[src/fde_pkg.sv]
// Shared types and constants for the framebuffer draw engine.
`timescale 1ns / 1ps
`default_nettype none
package fde_pkg;
    localparam int DEF_MAX_WIDTH  = 64;
    localparam int DEF_MAX_HEIGHT = 64;
    localparam int DEF_FRAC_BITS  = 16;
    localparam int CFG_W          = 7;
    localparam int CFG_IDX_W      = 1;

    localparam logic [CFG_IDX_W-1:0] REG_RASTER_WIDTH  = 1'd0;
    localparam logic [CFG_IDX_W-1:0] REG_RASTER_HEIGHT = 1'd1;

    typedef enum logic [2:0] {
        ACT_PIXEL = 3'd0,
        ACT_LINE  = 3'd1,
        ACT_RECT  = 3'd2,
        ACT_GRID  = 3'd3,
        ACT_CLEAR = 3'd4,
        ACT_READ  = 3'd5
    } t_action;

    typedef struct packed {
        logic [2:0]         action;
        logic signed [15:0] x0;
        logic signed [15:0] y0;
        logic signed [15:0] x1;
        logic signed [15:0] y1;
        logic [14:0]        rect_width;
        logic [14:0]        rect_height;
        logic [11:0]        col_pitch;
        logic [11:0]        row_pitch;
        logic [31:0]        color;
    } t_cmd;

    typedef struct packed {
        logic        status;
        logic [31:0] read_color;
    } t_result;

    // Pixel request from the command sequencer to the frame store.
    typedef struct packed {
        logic        wr;
        logic        rd;
        logic [23:0] addr;
        logic [31:0] data;
    } t_mem_req;
endpackage
`default_nettype wire

[src/fde_divider.sv]
// Restoring signed divider computing the DDA step (delta << FRAC_BITS) / len.
`timescale 1ns / 1ps
`default_nettype none
module fde_divider
    import fde_pkg::*;
#(
    parameter int FRAC_BITS = DEF_FRAC_BITS
) (
    input  wire logic                          i_clk,
    input  wire logic                          i_rst_n,
    input  wire logic                          i_start,
    input  wire logic signed [16:0]            i_delta,
    input  wire logic [16:0]                   i_len,
    output logic                               o_done,
    output logic signed [FRAC_BITS+17:0]       o_quot
);
    localparam int NW = FRAC_BITS + 17;
    localparam int CW = $clog2(NW + 1);

    logic [NW-1:0] r_num, n_num;
    logic [17:0]   r_rem, n_rem;
    logic [16:0]   r_den;
    logic          r_neg;
    logic [CW-1:0] r_cnt;
    logic          r_busy;
    logic [17:0]   w_trial;
    logic [16:0]   w_mag;

    assign w_mag   = i_delta[16] ? 17'(-i_delta) : 17'(i_delta);
    assign w_trial = {r_rem[16:0], r_num[NW-1]} - {1'b0, r_den};

    always_comb begin
        n_num = {r_num[NW-2:0], 1'b0};
        n_rem = {r_rem[16:0], r_num[NW-1]};
        if (!w_trial[17]) begin
            n_rem    = w_trial;
            n_num[0] = 1'b1;
        end
    end

    always_ff @(posedge i_clk) begin
        o_done <= 1'b0;
        if (!i_rst_n) begin
            r_busy <= 1'b0;
            r_cnt  <= '0;
        end else if (i_start) begin
            r_num  <= {w_mag, {FRAC_BITS{1'b0}}};
            r_rem  <= '0;
            r_den  <= i_len;
            r_neg  <= i_delta[16];
            r_cnt  <= CW'(NW);
            r_busy <= 1'b1;
        end else if (r_busy) begin
            r_num <= n_num;
            r_rem <= n_rem;
            r_cnt <= r_cnt - 1'b1;
            if (r_cnt == CW'(1)) begin
                r_busy <= 1'b0;
                o_done <= 1'b1;
            end
        end
    end

    assign o_quot = r_neg ? -$signed({1'b0, r_num}) : $signed({1'b0, r_num});
endmodule
`default_nettype wire

[config.mk]
export PLATFORM = sky130hd
export DESIGN_NAME = fde_divider
export DESIGN_NICKNAME = d
export VERILOG_FILES = /design/src/fde_pkg.sv /design/src/fde_divider.sv
export SDC_FILE = /design/constraint.sdc
export NUM_CORES = 1
export LEC_CHECK = 0
export BUFFER_PORTS_ARGS = -buffer_cell sky130_fd_sc_hd__buf_2
export CAP_MARGIN = 20
export CORE_MARGIN = 10
export CORE_UTILIZATION = 40
export CTS_CLUSTER_DIAMETER = 40
export DETAILED_ROUTE_END_ITERATION = 8
export HOLD_SLACK_MARGIN = 0.12
export PLACE_DENSITY_LB_ADDON = 0.12
export SYNTH_ARGS = -nofsm -noshare
export SYNTH_HDL_FRONTEND = slang
export SYNTH_SLANG_ARGS = --single-unit
export TNS_END_PERCENT = 20
[constraint.sdc]
create_clock -name i_clk -period 5.7 [get_ports i_clk]
set_clock_uncertainty 0.2 [all_clocks]
set_input_delay 0.285 -clock i_clk [delete_from_list [all_inputs] [get_ports i_clk]]
set_output_delay 0.285 -clock i_clk [all_outputs]
set_load 0.02 [all_outputs]
==> results.md, run 1 <==
* First-pass GRT wire length at 19.0 mm
* Req. time, crit path at 5.22 ns
* Cell Pwr Density at 318 nW/um2
* Post-CTS sizing at 0
* Root Buffer Master: clkbuf_16
* Hold path start: i_delta[16]
* Ys flop type: edfxtp_1
* Antenna Cells at 0
* Worst r2r dst: r_rem[8]
* CTS H-Tree Depth at 3
* Core footprint at 12,000 um2
* Crit path kind: reg -> out
* Synth area leaders: edfxtp_1 42%, xnor2_1 7.7%, ha_1 5.4%
* CTS sink cnt at 76
* Hold Path Class: in -> reg
* Switching Share at 30.1%
* Mean Syn Cell Area at 10.2 um2
* Initial antenna violation count at 0
* TritonCTS buffer count at 9
* Max Clock Freq at 270 MHz
* CP bufs+invs at 1
* Setup TNS at 0 ns
* Synth async-reset ratio at 0%
* Synthesized cell area at 4880 um2
* Hold Buf Count CTS at 19
* Number of flops mapped to enable cells by yosys at 68
* Worst Setup End Kind: primary output
* Cell row count at 40
* Slowest CP cell: or4_1
* Maxcap violations at 0
* # fillers at 1,117
* Max_slew headroom at 31.0%
* Top-area cell type share of the netlist area at 41.9%
* Final Max Slew Viols at 0
* Clk Latency, worst-skew pair at 0.34 ns
* Dpl ws at 2.40 ns
* Top cell type by total area after synthesis: edfxtp_1
* Final setup fails at 0
* Post-synthesis register bit count at 76
* Vias/cell at 5.38
* Die Span X at 130 um
* Clock group share of total power at 35.6%
* Final WL at 11.7 mm
* Residual DRC count at 0
* Dpl hpwl at 8.24 mm
* DR iter-0 viols at 292
* End of the worst hold path: r_neg
* Power Total at 1880 uW
* Port Buffers at 71
* WL per Instance at 16.3 um
* Max Root-Sink Buffers at 2
* CP startpoint kind: flop
* Syn nets at 535
* Int Pwr at 1310 uW
* Leak at 0.00225 uW
* Initial Util at 40.8%
* Post-CTS setup buffers at 0
* Worst-path fanout max at 6
* Reg2reg setup slack at 2.37 ns
* RSZ-0062 raised after global routing: false
* Area grow syn2layout at 21.2%
* # IOs at 72
* Seq pwr share at 37.9%
* Crit Reg-Reg Startpoint: r_rem[5]
* CP delay by family, top: simple AND/OR/NAND/NOR gates
* Global route overflow at 0
* Final nets at 621
* Arrival @ worst endpoint at 3.21 ns
* Largest net degree at the start of global routing at 62
* Sequential fraction of the synthesis area at 45.2%
* Worst IR Drop VDD at 0.185 mV
* Pre-Repair DR Iteration Count at 6
* Hold depth at 1
* Die area at 17,000 um2
* Final hold violations at 0
* Post-layout minimum cycle time at 3.70 ns
* Status: finished, final reports clean
* Cells after synthesis at 476
* CTS clk-pin slew, worst paths at 0.06 ns
* Crit share post-route at 64.9%
* Synth unique cells at 57
* Final WS setup at 2.00 ns
* Total track usage at 13.8%
* Vias in the first global route at 3,808
* CP Cell Sequence: or4_1, nor4_2, nand3_1, or4_4, o31ai_4, xnor2_1, buf_2
* GP Congestion at 0.795
* Crit path largest cell delay at 0.60 ns
* CTS tree: yes
* Die Y at 130 um
* Path depth of the worst reg2reg path at 8
* Least-Margin Pin Slew at 1.04 ns
* Logic pwr share at 26.5%
* Share of cells above drive strength 1 at 19.6%
* Post-route ant nets at 0
* YS warnings at 0
* Total number of vias at 3,841
* NetSw at 566 uW
-- kinds of logic after synthesis --
| kind of cell | Yosys count | synth area share, % |
|---|---|---|
| AND/OR/NAND/NOR | 136 | 14.8 |
| AO/OA/AOI/OAI | 130 | 18.4 |
| flip-flops | 76 | 45.2 |
| XOR/XNOR | 60 | 10.8 |
| buffers and inverters | 45 | 3.54 |
| adder cells (fa/ha/maj) | 22 | 5.80 |
| multiplexers | 7 | 1.59 |
-- power by group through the flow --
stage / registers, uW / clock network [uW] / logic, uW
final: 713 / 669 / 498
after global routing: 720 / 712 / 554
after CTS: 713 / 687 / 502
after detailed placement: 724 / 0 / 490
after global placement: 724 / 0 / 486
after floorplan: 711 / 0 / 365
-- area by class of cell --
type / instances / area, um2 / area share, %
Multi-Input combinational cell: 355 / 2500 / 42.4
Sequential cell: 76 / 2200 / 37.3
Timing Repair Buffer: 93 / 568 / 9.61
Clock buffer: 10 / 239 / 4.04
Tap cell: 147 / 184 / 3.11
Clock inverter: 6 / 111 / 1.88
Inverter: 27 / 101 / 1.72
-- Yosys cell counts (all sizes together) (5+ instances only) --
cell    count
edfxtp     68
xnor2      43
nand2      32
a21oi      29
nor2       29
o21ai      28
inv        26
o31ai      23
ha         21
xor2       17
clkbuf     16
nor2b      15
nand3      13
a21o        8
dfxtp       8
nor3        8
or3         8
nand4       7
or4         7
mux2        6
nand2b      6
o21a        6
o41ai       5
-- flip-flops by register name (all words and copies together), names as in the netlist --
register / flops
r_num: 33
r_rem: 17
r_neg: 1
r_cnt: 6
o_done: 1
r_den: 17
r_busy: 1
-- how the worst max path moves through the flow --
stage	to	slack (ns)	start	cells past startpoint
2_1_floorplan	o_quot[31]	2.68	r_num[21]	6
3_3_place_gp	o_quot[31]	2.40	r_num[8]	7
3_5_place_dp	o_quot[31]	2.40	r_num[8]	7
4_1_cts	o_quot[31]	2.02	r_num[8]	7
5_1_grt	o_quot[32]	1.71	r_num[8]	7
6_report	o_quot[31]	2.00	r_num[8]	7
-- metrics by stage --
step                utilization [%]  hold slack, ns  instance area (um2)  std cells
finish                         49.4           0.175                 5910        714
global route                   49.4           0.163                 5910        714
CTS                            49.4           0.150                 5910        714
detailed placement             44.9           0.263                 5370        679
global placement               44.9           0.262                 5370        679
floorplan                         -           0.184                 4880        476
-- worst register-to-register path, delay by kind of cell (launching register included) --
kind / cells / cell delay, ns
flip-flops: 1 / 0.41
AO/OA/AOI/OAI: 6 / 1.75
adder cells (fa/ha/maj): 1 / 0.39
buffers and inverters: 1 / 0.32
-- metal layers --
layer	up-vias	share of wire, %	global-route usage [%]
li1	1941	-	-
met4	0	1.4	4.32
met2	77	46	22.0
met1	1812	47	17.9
met5	-	0	0
met3	11	5.8	3.87
-- placed cells by master, fill, tap and decap left out, types with 4 or more instances in the layout --
master         instances
nor2b_1               15
or3_1                  6
o21a_1                 5
a21oi_1               29
ha_1                  21
nand2b_1               6
nor3_1                 8
a211oi_1               4
xor2_1                17
nand2_1               32
o21ai_0               28
inv_1                 26
nand3_1               13
o41ai_1                5
a21o_1                 8
mux2_2                 6
nand4_1                7
buf_2                 71
nor2_1                29
dfxtp_1                8
xnor2_1               43
or4_1                  5
edfxtp_1              68
dlygate4sd3_1         19
clkbuf_16              9
o31ai_1               22
a31o_2                 4
(Power assumes the default switching activity.)
==> inputs of run 2 (changes only) <==
==> constraint.sdc (replaced) <==
create_clock -name i_clk -period 3.25 [get_ports i_clk]
set_clock_uncertainty 0.2 [all_clocks]
set_input_delay 0.1625 -clock i_clk [delete_from_list [all_inputs] [get_ports i_clk]]
set_output_delay 0.1625 -clock i_clk [all_outputs]
set_load 0.02 [all_outputs]
==> results.md, run 2 (same netlist as run 1, synthesis figures left out) <==
* Status: complete, but fails checks
* Failing checks: negative setup slack
* Global route overflow at 0
* CP Cell Sequence: or3_4, or4_4, or3_4, or4_4, o31ai_4, xnor2_1, buf_4
* Root Buffer Master: clkbuf_16
* Post-layout minimum cycle time at 3.27 ns
* Max Root-Sink Buffers at 2
* First-pass GRT wire length at 20.5 mm
* Port Buffers at 71
* Worst Setup End Kind: primary output
* Largest net degree at the start of global routing at 32
* Antenna Cells at 0
* Dpl hpwl at 8.84 mm
* Max reg flops at 33
* CTS tree: yes
* CTS sink cnt at 76
* Die Span X at 130 um
* Final Core Density at 52.4%
* Die Y at 130 um
* Least-Margin Pin Slew at 0.675 ns
* Clk Latency, worst-skew pair at 0.35 ns
* Max Clock Freq at 306 MHz
* Commonest non-fill, non-tap cell in the layout: edfxtp_1
* Crit path kind: reg -> out
* WL per Instance at 16.6 um
* RSZ-0062 raised after global routing: true
* CTS clk-pin slew, worst paths at 0.06 ns
* Max_slew headroom at 54.6%
* Core footprint at 12,000 um2
* Leak at 0.00242 uW
* Worst-path fanout max at 4
* Arrival @ worst endpoint at 2.90 ns
* Share of cells above drive strength 1 at 22.3%
* Power Total at 3290 uW
* Initial Util at 40.8%
* Final WS setup at -0.0153 ns
* Vias/cell at 5.49
* Residual DRC count at 0
* Final WL at 12.5 mm
* Die area at 17,000 um2
* Most frequent cells in the layout: 68 x edfxtp_1, 66 x buf_2, 43 x xnor2_1
* Total track usage at 15.1%
* Placed Area at 5480 um2
* Crit share post-route at 100%
* Final hold violations at 0
* Fin area at 6260 um2
* GP Congestion at 0.838
* Vias in the first global route at 4,104
* Final nets at 660
* Hold Path Class: reg -> reg
* Crit path largest cell delay at 0.47 ns
* TritonCTS buffer count at 9
* Cell Pwr Density at 526 nW/um2
* Largest Register: r_num
* Maxcap violations at 0
* DR iter-0 viols at 355
* Hold_ws at 0.302 ns
* # IOs at 72
* CTS H-Tree Depth at 3
* Final Max Slew Viols at 0
* Final setup fails at 1
* Post-route ant nets at 0
* CP startpoint kind: flop
* Pre-Repair DR Iteration Count at 5
* Initial antenna violation count at 0
* Req. time, crit path at 2.89 ns
* Worst IR Drop VDD at 0.262 mV
* Cell row count at 40
* Regs by FF count: r_num: 33 flops, r_den: 17 flops, r_rem: 17 flops
* Area grow syn2layout at 28.4%
* Slowest CP cell: or4_4
* Total number of vias at 4,133
## run 2: timing repair
action / CTS / global route
hold endpoints to repair: 54 / 0
buffers inserted: 4 / 2
hold buffers: 37 / 0
cloned: 0 / 0
gates resized for setup: 11 / 4
pin swaps: 3 / 2
endpoints found under the setup margin: 5 / 6
## run 2: per-layer routing
layer / global-route usage (%) / wire length [um] / vias to the layer above
met1: 18.1 / 5550 / 1966
li1: - / - / 2021
met5: 0 / 0 / -
met4: 5.95 / 218 / 0
met2: 25.3 / 5930 / 129
met3: 4.19 / 824 / 17
## run 2: worst max-delay path: cells and delay by family (launching register included)
kind | cells | cell delay [ns]
AOI/OAI and AO/OA | 1 | 0.19
buffers and inverters | 1 | 0.16
xor gates and xnor gates | 1 | 0.14
DFF | 1 | 0.39
and+or+nand+nor | 4 | 1.69
## run 2: area by class of cell
cell class / count / area [um2]
sequential: 76 / 2200
multi-input combinational: 355 / 2530
inverter: 27 / 101
clock buffer: 11 / 243
clock inverter: 5 / 76.3
tap: 147 / 184
fill: 1104 / 5700
timing repair buffer: 132 / 922
## run 2: final timing paths
kind | startpoint | to | slack, ns | depth (start not counted)
worst min-delay path | r_cnt[1] | r_cnt[1] | 0.30 | 2
worst min register to register | r_cnt[1] | r_cnt[1] | 0.30 | 2
worst max-delay path | r_num[19] | o_quot[31] | -0.02 | 7
worst max register to register | r_rem[11] | r_rem[8] | 0.25 | 7
## run 2: metrics by stage
stage	setup slack (ns)	TNS, ns	instances
final	-0.0153	-0.0153	753
after global routing	-0.103	-0.350	753
after CTS	-0.0474	-0.0950	751
after detailed placement	0.165	0	694
after global placement	0.263	0	694
after floorplan	0.357	0	476
## run 2: power by group
part | internal, uW | switching, uW
sequential | 1180 | 71.3
clock | 689 | 390
combinational | 420 | 543
total | 2290 | 1000
==> inputs of run 3 (changes only) <==
--- a/config.mk
+++ b/config.mk
@@ -9,7 +9,6 @@
 export CAP_MARGIN = 20
 export CORE_MARGIN = 10
 export CORE_UTILIZATION = 40
-export CTS_CLUSTER_DIAMETER = 40
 export DETAILED_ROUTE_END_ITERATION = 8
 export HOLD_SLACK_MARGIN = 0.12
 export PLACE_DENSITY_LB_ADDON = 0.12
==> constraint.sdc (replaced) <==
create_clock -name i_clk -period 4.15 [get_ports i_clk]
set_clock_uncertainty 0.2 [all_clocks]
set_input_delay 0.2075 -clock i_clk [delete_from_list [all_inputs] [get_ports i_clk]]
set_output_delay 0.2075 -clock i_clk [all_outputs]
set_load 0.02 [all_outputs]
==> results.md, run 3 (same netlist as run 1, synthesis figures left out) <==
* Commonest non-fill, non-tap cell in the layout: buf_2
* Die Y at 130 um
* Vias in the first global route at 3,963
* DP Cell Count at 682
* WL per Instance at 16.1 um
* Most frequent cells in the layout: 71 x buf_2, 68 x edfxtp_1, 43 x xnor2_1
* TritonCTS buffer count at 9
* Initial Util at 40.8%
* Port Buffers at 71
* GP Congestion at 0.835
* Share of cells above drive strength 1 at 19.2%
* Worst-path fanout max at 6
* # fillers at 1,145
* Crit path kind: reg -> out
* Root Buffer Master: clkbuf_16
* Max Clock Freq at 278 MHz
* Post-layout minimum cycle time at 3.60 ns
* Hold Path Class: in -> reg
* # IOs at 72
* Residual DRC count at 0
* Die area at 17,000 um2
* Dpl hpwl at 8.47 mm
* Total number of vias at 3,944
* Regs by FF count: r_num: 33 flops, r_den: 17 flops, r_rem: 17 flops
* Vias/cell at 5.43
* Final hold violations at 0
* Final WS setup at 0.552 ns
* CTS tree: yes
* Pre-Repair DR Iteration Count at 5
* Post-route insts no fill at 726
* Initial antenna violation count at 0
* Global route overflow at 0
* Post-route ant nets at 0
* Max Root-Sink Buffers at 2
* Max_slew headroom at 28.8%
* Arrival @ worst endpoint at 3.19 ns
* Hold_ws at 0.125 ns
* Met1 Wirelength at 5.44 mm
* Largest net degree at the start of global routing at 59
* Req. time, crit path at 3.74 ns
* Maxcap violations at 0
* Met3 wire length at 694 um
* Max Used Layer: met4
* Largest Register: r_num
* Cell row count at 40
* Total track usage at 14.0%
* Status: finished, final reports clean
* Final nets at 633
* Clk Latency, worst-skew pair at 0.34 ns
* Crit share post-route at 86.7%
* CTS H-Tree Depth at 3
* Die Span X at 130 um
* Least-Margin Pin Slew at 1.07 ns
* Max reg flops at 33
* DR iter-0 viols at 269
* Setup TNS at 0 ns
* Post-CTS setup buffers at 0
* RSZ-0062 raised after global routing: false
* CTS sink cnt at 76
* Final setup fails at 0
* Dpl ws at 0.930 ns
* Core footprint at 12,000 um2
* Leak at 0.00227 uW
* Area grow syn2layout at 21.9%
* First-pass GRT wire length at 19.2 mm
* Post-CTS sizing at 0
* Worst IR Drop VDD at 0.241 mV
* Final Max Slew Viols at 0
* Antenna Cells at 0
* Worst Setup End Kind: primary output
* CTS clk-pin slew, worst paths at 0.06 ns
* Final WL at 11.7 mm
* Final Core Density at 49.7%
* Cell Pwr Density at 404 nW/um2
* Met2 routed WL at 5.41 mm
* CP startpoint kind: flop
## run 3: repair_timing
action | in CTS | in global routing
setup endpoints to repair | 0 | 0
hold endpoints to repair | 34 | 0
hold buffers | 28 | 0
## run 3: layout make-up
| cell class | count | area, um2 | share of cell area, % |
|---|---|---|---|
| Timing Repair Buffer | 105 | 681 | 11.4 |
| Sequential cell | 76 | 2200 | 37.0 |
| Clock inverter | 2 | 10.0 | 0.168 |
| Tap cell | 147 | 184 | 3.09 |
| Clock buffer | 14 | 264 | 4.44 |
| Inverter | 27 | 101 | 1.70 |
| Multi-Input combinational cell | 355 | 2500 | 42.1 |
## run 3: worst max-delay path: stages (launching register included)
cell	delay, ns
edfxtp_1	0.46
or4_1	0.62
nor4_2	0.32
nand3_1	0.35
or4_4	0.54
o31ai_4	0.19
xnor2_1	0.17
buf_2	0.21
## run 3: path summary, 6_finish.rpt
kind,start,to,slack [ns],cells past startpoint
worst max-delay path,r_num[8],o_quot[31],0.55,7
worst min-delay path,i_delta[3],r_num[19],0.13,3
worst max register to register,r_rem[5],r_rem[13],0.94,7
worst min register to register,r_cnt[1],r_cnt[1],0.32,2
## run 3: layer usage
metal,track usage [%],vias up
met3,4.31,13
met1,17.5,1871
met5,0,-
met2,22.8,98
li1,-,1962
met4,4.25,0
## run 3: power by group
part	internal [uW]	total (uW)	switching [uW]	leakage, uW
logic	291	700	409	0.00142
registers	924	981	57.3	0.000718
clock network	436	721	285	0.000137
## run 3: per-stage QoR
step | instance area [um2] | power (uW)
2_1_floorplan | 4880 | 1480
3_3_place_gp | 5390 | 1670
3_5_place_dp | 5390 | 1680
4_1_cts | 5950 | 2440
5_1_grt | 5950 | 2550
6_report | 5950 | 2400
